`config.mk`:
```
export PLATFORM = sky130hd
export DESIGN_NAME = heading_angle_degrees_unit
export DESIGN_NICKNAME = d
export VERILOG_FILES = /design/src/hw/rtl/had_pkg.sv /design/src/hw/rtl/heading_angle_degrees_unit.sv
export SDC_FILE = /design/constraint.sdc
export NUM_CORES = 2
export LEC_CHECK = 0
export BUFFER_PORTS_ARGS = -buffer_cell sky130_fd_sc_hd__buf_2
export CAP_MARGIN = 25
export CORE_ASPECT_RATIO = 1.5
export CORE_MARGIN = 2
export CORE_UTILIZATION = 28
export CTS_CLUSTER_SIZE = 8
export DETAILED_ROUTE_END_ITERATION = 8
export MAX_ROUTING_LAYER = met4
export PLACE_DENSITY_LB_ADDON = 0.1
export RECOVER_POWER = 25
export REMOVE_ABC_BUFFERS = 1
export SETUP_SLACK_MARGIN = 0.15
export SYNTH_ARGS = -nofsm -noshare
export SYNTH_HDL_FRONTEND = slang
export SYNTH_SLANG_ARGS = --single-unit
```
`constraint.sdc`:
```
create_clock -name clock -period 45.6 [get_ports clock]
set_input_delay 9.12 -clock clock [delete_from_list [all_inputs] [get_ports clock]]
set_output_delay 9.12 -clock clock [all_outputs]
set_load 0.1 [all_outputs]
```
`src/hw/rtl/had_pkg.sv`:
```
package had_pkg;

   // Input transaction: start and end points of the vector.
   typedef struct packed {
      logic signed [15:0] start_x;
      logic signed [15:0] start_y;
      logic signed [15:0] end_x;
      logic signed [15:0] end_y;
   } req_type;

   // Result transaction: heading in 1/128 degree and the zero-length flag.
   typedef struct packed {
      logic [15:0] heading;
      logic        zero_vector;
   } rsp_type;

   // Coordinate difference width and the left shift applied before the iterations.
   localparam int DIFF_W      = 17;
   localparam int COORD_SHIFT = 20;
   // Working width of x and y; covers the CORDIC gain with margin.
   localparam int XY_W        = 41;
   // Angle accumulator width, in 1/65536 degree.
   localparam int Z_W         = 26;
   // Width of the clamped and reflected angle, 0 to 360 degrees.
   localparam int ZR_W        = 25;

   localparam logic signed [Z_W-1:0] ANG_90  = 26'sd5898240;
   localparam logic signed [Z_W-1:0] ANG_180 = 26'sd11796480;
   localparam logic [ZR_W-1:0]       ANG_360 = 25'd23592960;
   localparam logic [ZR_W-1:0]       ROUND_HALF = 25'd256;
   localparam int                    OUT_SHIFT  = 9;
   localparam logic [15:0]           FULL_TURN_OUT = 16'd46080;

   // Arctangent of 2^-i in 1/65536 degree; steps beyond the table add nothing.
   function automatic logic signed [Z_W-1:0] atan_q16(input logic [4:0] idx);
      logic signed [Z_W-1:0] val;
      case (idx)
         5'd0:    val = 26'sd2949120;
         5'd1:    val = 26'sd1740967;
         5'd2:    val = 26'sd919879;
         5'd3:    val = 26'sd466945;
         5'd4:    val = 26'sd234379;
         5'd5:    val = 26'sd117304;
         5'd6:    val = 26'sd58666;
         5'd7:    val = 26'sd29335;
         5'd8:    val = 26'sd14668;
         5'd9:    val = 26'sd7334;
         5'd10:   val = 26'sd3667;
         5'd11:   val = 26'sd1833;
         5'd12:   val = 26'sd917;
         5'd13:   val = 26'sd458;
         5'd14:   val = 26'sd229;
         5'd15:   val = 26'sd115;
         5'd16:   val = 26'sd57;
         5'd17:   val = 26'sd29;
         5'd18:   val = 26'sd14;
         5'd19:   val = 26'sd7;
         5'd20:   val = 26'sd4;
         5'd21:   val = 26'sd2;
         5'd22:   val = 26'sd1;
         default: val = 26'sd0;
      endcase
      return val;
   endfunction

endpackage

```
`src/hw/rtl/heading_angle_degrees_unit.sv`:
```
// Heading angle unit: returns the direction of the vector from a start point
// to an end point, in 1/128 degree, from 0 up to but not including 360 degrees.
//
// Input channel req_*: one transaction carries both points as a req_type.
// Result channel rsp_*: one transaction per input, in order, as a rsp_type.
// A zero-length vector gives heading 0 with zero_vector set.
//
// The datapath is a pipeline of CORDIC_STEPS + 3 register stages: one stage
// forms the difference vector, one stage per CORDIC iteration, one stage
// clamps and reflects the angle, and one output register rounds it.
// A new transaction is taken every cycle unless a receiver stall has filled
// the pipeline back to the input.
//
// When the receiver stalls, stages hold their contents; empty stages still
// fill, so the input keeps accepting until every stage holds a transaction.
// Synchronous reset empties the pipeline; nothing is presented on rsp_valid
// until new transactions arrive.
module heading_angle_degrees_unit #(
   parameter int CORDIC_STEPS = 16
) (
   input  logic               clock,
   input  logic               reset,
   input  logic               req_valid,
   output logic               req_ready,
   input  had_pkg::req_type   req_data,
   output logic               rsp_valid,
   input  logic               rsp_ready,
   output had_pkg::rsp_type   rsp_data
);

   localparam int STAGES = CORDIC_STEPS + 3;
   localparam int LAST   = STAGES - 1;
   localparam int CLAMP  = CORDIC_STEPS + 1;

   logic [STAGES-1:0] valid_ff;
   logic [STAGES-1:0] valid_in;
   logic [STAGES:0]   stage_ready;

   logic signed [had_pkg::XY_W-1:0] x_ff [0:CORDIC_STEPS];
   logic signed [had_pkg::XY_W-1:0] y_ff [0:CORDIC_STEPS];
   logic signed [had_pkg::Z_W-1:0]  z_ff [0:CORDIC_STEPS];
   logic [CORDIC_STEPS+1:0]         neg_ff;
   logic [CORDIC_STEPS+1:0]         neg_in;
   logic [CORDIC_STEPS+1:0]         zero_ff;
   logic [CORDIC_STEPS+1:0]         zero_in;
   logic [had_pkg::ZR_W-1:0]        zr_ff;
   logic [had_pkg::ZR_W-1:0]        zr_in;
   had_pkg::rsp_type                rsp_ff;
   had_pkg::rsp_type                rsp_in;

   // A stage may load when it is empty or its content moves on.
   assign stage_ready[STAGES] = rsp_ready;
   for (genvar s = 0; s < STAGES; s++) begin : g_ready
      assign stage_ready[s] = !valid_ff[s] || stage_ready[s+1];
   end

   assign valid_in  = {valid_ff[STAGES-2:0], req_valid};
   assign req_ready = stage_ready[0];
   assign rsp_valid = valid_ff[LAST];
   assign rsp_data  = rsp_ff;

   always_ff @(posedge clock) begin
      if (reset) begin
         valid_ff <= '0;
      end else begin
         for (int s = 0; s < STAGES; s++) begin
            if (stage_ready[s]) begin
               valid_ff[s] <= valid_in[s];
            end
         end
      end
   end

   // Difference vector, fold into the right half-plane and seed the iterations.
   logic signed [had_pkg::DIFF_W-1:0] dx;
   logic signed [had_pkg::DIFF_W-1:0] dy;
   logic signed [had_pkg::DIFF_W-1:0] ady;
   logic signed [had_pkg::DIFF_W-1:0] ndx;
   logic signed [had_pkg::XY_W-1:0]   x0_in;
   logic signed [had_pkg::XY_W-1:0]   y0_in;
   logic signed [had_pkg::Z_W-1:0]    z0_in;

   always_comb begin
      dx  = {req_data.end_x[15], req_data.end_x} - {req_data.start_x[15], req_data.start_x};
      dy  = {req_data.end_y[15], req_data.end_y} - {req_data.start_y[15], req_data.start_y};
      ady = dy[had_pkg::DIFF_W-1] ? -dy : dy;
      ndx = -dx;
      if (dx[had_pkg::DIFF_W-1]) begin
         x0_in = had_pkg::XY_W'(ady) <<< had_pkg::COORD_SHIFT;
         y0_in = had_pkg::XY_W'(ndx) <<< had_pkg::COORD_SHIFT;
         z0_in = had_pkg::ANG_90;
      end else begin
         x0_in = had_pkg::XY_W'(dx) <<< had_pkg::COORD_SHIFT;
         y0_in = had_pkg::XY_W'(ady) <<< had_pkg::COORD_SHIFT;
         z0_in = '0;
      end
   end

   // Sign and zero-length flags ride along with each transaction.
   assign neg_in  = {neg_ff[CORDIC_STEPS:0], dy[had_pkg::DIFF_W-1]};
   assign zero_in = {zero_ff[CORDIC_STEPS:0], (dx == '0) && (dy == '0)};

   always_ff @(posedge clock) begin
      for (int s = 0; s <= CORDIC_STEPS + 1; s++) begin
         if (stage_ready[s]) begin
            neg_ff[s]  <= neg_in[s];
            zero_ff[s] <= zero_in[s];
         end
      end
   end

   always_ff @(posedge clock) begin
      if (stage_ready[0]) begin
         x_ff[0] <= x0_in;
         y_ff[0] <= y0_in;
         z_ff[0] <= z0_in;
      end
   end

   // One vectoring CORDIC iteration per stage; the shift is fixed per stage.
   for (genvar k = 0; k < CORDIC_STEPS; k++) begin : g_iter
      logic signed [had_pkg::XY_W-1:0] xs;
      logic signed [had_pkg::XY_W-1:0] ys;
      logic signed [had_pkg::XY_W-1:0] x_in;
      logic signed [had_pkg::XY_W-1:0] y_in;
      logic signed [had_pkg::Z_W-1:0]  z_in;

      assign xs = x_ff[k] >>> k;
      assign ys = y_ff[k] >>> k;

      always_comb begin
         if (!y_ff[k][had_pkg::XY_W-1]) begin
            x_in = x_ff[k] + ys;
            y_in = y_ff[k] - xs;
            z_in = z_ff[k] + had_pkg::atan_q16(5'(k));
         end else begin
            x_in = x_ff[k] - ys;
            y_in = y_ff[k] + xs;
            z_in = z_ff[k] - had_pkg::atan_q16(5'(k));
         end
      end

      always_ff @(posedge clock) begin
         if (stage_ready[k+1]) begin
            x_ff[k+1] <= x_in;
            y_ff[k+1] <= y_in;
            z_ff[k+1] <= z_in;
         end
      end
   end

   // Clamp to 0..180 degrees, then reflect for a negative y difference.
   logic signed [had_pkg::Z_W-1:0] z_clamped;

   always_comb begin
      if (z_ff[CORDIC_STEPS][had_pkg::Z_W-1]) begin
         z_clamped = '0;
      end else if (z_ff[CORDIC_STEPS] > had_pkg::ANG_180) begin
         z_clamped = had_pkg::ANG_180;
      end else begin
         z_clamped = z_ff[CORDIC_STEPS];
      end
      if (neg_ff[CORDIC_STEPS]) begin
         zr_in = had_pkg::ANG_360 - had_pkg::ZR_W'(z_clamped);
      end else begin
         zr_in = had_pkg::ZR_W'(z_clamped);
      end
   end

   always_ff @(posedge clock) begin
      if (stage_ready[CLAMP]) begin
         zr_ff <= zr_in;
      end
   end

   // Round half up to 1/128 degree, wrap a full turn to zero and zero a zero-length vector.
   logic [had_pkg::ZR_W-1:0] zr_round;
   logic [15:0]              heading_raw;

   always_comb begin
      zr_round    = zr_ff + had_pkg::ROUND_HALF;
      heading_raw = 16'(zr_round >> had_pkg::OUT_SHIFT);
      rsp_in.zero_vector = zero_ff[CLAMP];
      if (zero_ff[CLAMP] || (heading_raw >= had_pkg::FULL_TURN_OUT)) begin
         rsp_in.heading = '0;
      end else begin
         rsp_in.heading = heading_raw;
      end
   end

   always_ff @(posedge clock) begin
      if (stage_ready[LAST]) begin
         rsp_ff <= rsp_in;
      end
   end

   // A reset leaves no transaction in flight.
   assert property (@(posedge clock) reset |=> !rsp_valid)
      else $error("result valid right after reset");

   // A zero-length vector always reports heading zero.
   assert property (@(posedge clock) disable iff (reset)
      rsp_valid && rsp_data.zero_vector |-> rsp_data.heading == '0)
      else $error("zero vector with nonzero heading");

   // The heading never reaches a full turn.
   assert property (@(posedge clock) disable iff (reset)
      rsp_valid |-> rsp_data.heading < had_pkg::FULL_TURN_OUT)
      else $error("heading out of range");

   // A negative y difference lands in the lower half-turn after reflection.
   assert property (@(posedge clock) disable iff (reset)
      valid_ff[CLAMP] && neg_ff[CLAMP] |->
         zr_ff >= had_pkg::ZR_W'(had_pkg::ANG_180) && zr_ff <= had_pkg::ANG_360)
      else $error("reflected angle out of range");

endmodule
```
==> metrics <==
worst-margin pin slew 3950 ps; commonest non-fill, non-tap cell in the layout edfxtp_1; core footprint 0.433 sq mm; Worst Path Required 36480 ps; Synth top area share 35.2%; Setup CP Type primary input to output pin; WP data arrival 14780 ps; TritonCTS clock tree yes; Fin. Hold Viols 0; cell at the slowest stage of the critical path nor2_1; final WL 377000 um; DIE AREA 0.441 sq mm; Vias per Instance 4.87; minimum clock period 23900 ps; Hold WS 411 ps; synth-to-layout area growth 10.9%; reg-to-reg setup timing slack 37310 ps; placed cell area 0.130 sq mm; Post-Syn Area per Cell 9.46 sq um; clock-pin slew on the worst setup and hold paths 50 ps; status finished, violations left; Die Ht 812 um; global route total overflow 0; worst hold path class flop to flop; worst-case clock buffer depth 4; Critical Path Sink req_ready; EDFF count, synth 1428; first-pass GRT wire length 567000 um; Startpoint Class primary input; pre-CTS setup slack 21400 ps; Hold Path Depth 0; vias 91736; NumNets Final 14610; die width 543 um; Total GRT Usage 17.3%; Pins Over Slew Limit 791; RSZ-0062 raised after global routing false; cell taking the most area after synthesis edfxtp_1; worst setup margin 21700 ps; slowest cell delay on critical path 670 ps; fmax 0.0418 GHz; Crit path top cell by count nor2_1; post-synthesis sequential area ratio 35.5%; Post-CTS Hold Fix Bufs 0; R2R cell count 18; Root Buffer clkbuf_16; violated checks capacitance limit, slew limit; DRC errors left 0; Post-synth ARST share 0%; DP HPWL 317000 um; # Post-CTS Setup Buffers 0; fin crit share 52.4%; share of layout cells above drive strength 1 3.88%; number of DRC markers in iteration 0 3404; WL/cell 20.0 um; largest net degree at the start of global routing 84; post-route design area 0.135 sq mm; commonest non-fill, non-tap cells in the layout edfxtp_1 (1428), ha_1 (1414), nor2_1 (1352); CTS Sinks 1447; setup tns final 0 ps; Worst Skew 64.6 ps; vias in the first global route 97101; Netlist cell types 103; GP Congestion 1.00; RR Endpoint y_ff[0][282]; IO buf count 86; flops & latches, synth 1447; top cells by area, synth edfxtp_1 (35%), ha_1 (15%), xnor2_1 (8.8%); crit-path cells buf_2, nor2b_1, inv_1, nor2_1, nand2_4, nor2_1, nand3_4, nor2_1, and3_1, inv_4, nor2_1, and2_1, nand4_1, buf_4, buf_2; relative slew slack -164%; Synthesis Warnings 0; worst r2r src y_ff[0][245]; max_cap viols 21; ys flop type edfxtp_1; H-tree levels 4; I/O pin total 87; CTS Buf Count 208; # resized after CTS 0; Initial Util 28.1%; Rows 296; CP Capture Type output pin; Syn Std Cell Area 0.122 sq mm; Max FO, Critical Path 58; crit path from rsp_ready; clk_lat worst skew 900 ps; Final Setup Violations 0; Pre-antenna DRT Iters 5; Routed Antenna Nets 0; cell count after synthesis 12889; initial antenna violation count 4
sequential cells by signal, indices dropped and copies added, names as in the netlist:
register / flops
y_ff: 504
x_ff: 489
z_ff: 366
valid_ff: 19
zero_ff: 18
neg_ff: 17
rsp_data: 17
zr_ff: 17
final cells by class:
| type | count | area [sq um] |
|---|---|---|
| inverter | 616 | 2320 |
| multi-input combinational | 10633 | 75700 |
| tap | 5662 | 7080 |
| fill | 45241 | 298000 |
| clock buffer | 294 | 5630 |
| timing repair buffer | 188 | 1120 |
| sequential | 1447 | 43300 |
| antenna | 2 | 5.00 |
| clock inverter | 14 | 164 |
synthesized netlist by cell type (29+ instances only):
cell and count:
a41oi_1 29, a21oi_1 1341, a21boi_0 48, or3_1 82, or2_2 45, o21a_1 207, and3_1 139, xor2_1 653
o211ai_1 47, a21o_1 501, ha_1 1414, o31ai_1 53, o41ai_1 54, inv_1 609, a211oi_1 78, clkbuf_1 168
a211o_1 35, nand4_1 95, nor2b_1 187, nand2_1 640, o21ai_0 556, nand2b_1 166, mux2i_1 30, nor4_1 115
and2_1 109, nor3b_1 36, or4_1 45, nand3_1 206, xnor2_1 1231, o21bai_1 174, nor2_1 1352, a31oi_1 146
edfxtp_1 1428, nor3_1 380, fa_1 34
how the worst min path moves through the flow:
stage	end	slack [ps]	start
after floorplan	neg_ff[10]	400	neg_ff[9]
after global placement	neg_ff[14]	400	neg_ff[13]
after detailed placement	neg_ff[6]	400	neg_ff[5]
after CTS	neg_ff[14]	420	neg_ff[13]
after global routing	neg_ff[14]	420	neg_ff[13]
final	neg_ff[7]	410	neg_ff[6]
stage by stage:
| stage | std cells | util (%) |
|---|---|---|
| 3_5_place_dp | 18543 | 29.9 |
| 4_1_cts | 18851 | 31.2 |
| 2_1_floorplan | 12696 | - |
| 5_1_grt | 18856 | 31.2 |
| 6_report | 18856 | 31.2 |
| 3_3_place_gp | 18539 | 29.9 |
per-layer routing:
| layer | global-route usage (%) | vias up | wire length (um) |
|---|---|---|---|
| met4 | 11.8 | 0 | 30500 |
| met1 | 12.2 | 41808 | 108000 |
| met5 | - | - | 0 |
| met2 | 37.8 | 1373 | 231000 |
| met3 | 1.53 | 914 | 7350 |
| li1 | - | 47641 | - |
cell families after synthesis:
family	Yosys count	synth area share (%)
flops	1447	35.5
mux	60	0.560
xor+xnor	1884	13.5
simple gates	3670	14.4
buf+inv	809	2.50
compound gates	3571	18.5
fa+ha+maj	1448	15.1
worst max-delay path: cells and delay by family:
family	cells	cell delay, ps
buffers and inverters	5	1490
and+or+nand+nor	10	4090
Power is left out: the tool's default activity adds up to more than one toggle a clock period on the data nets, which glitch-free logic cannot reach.
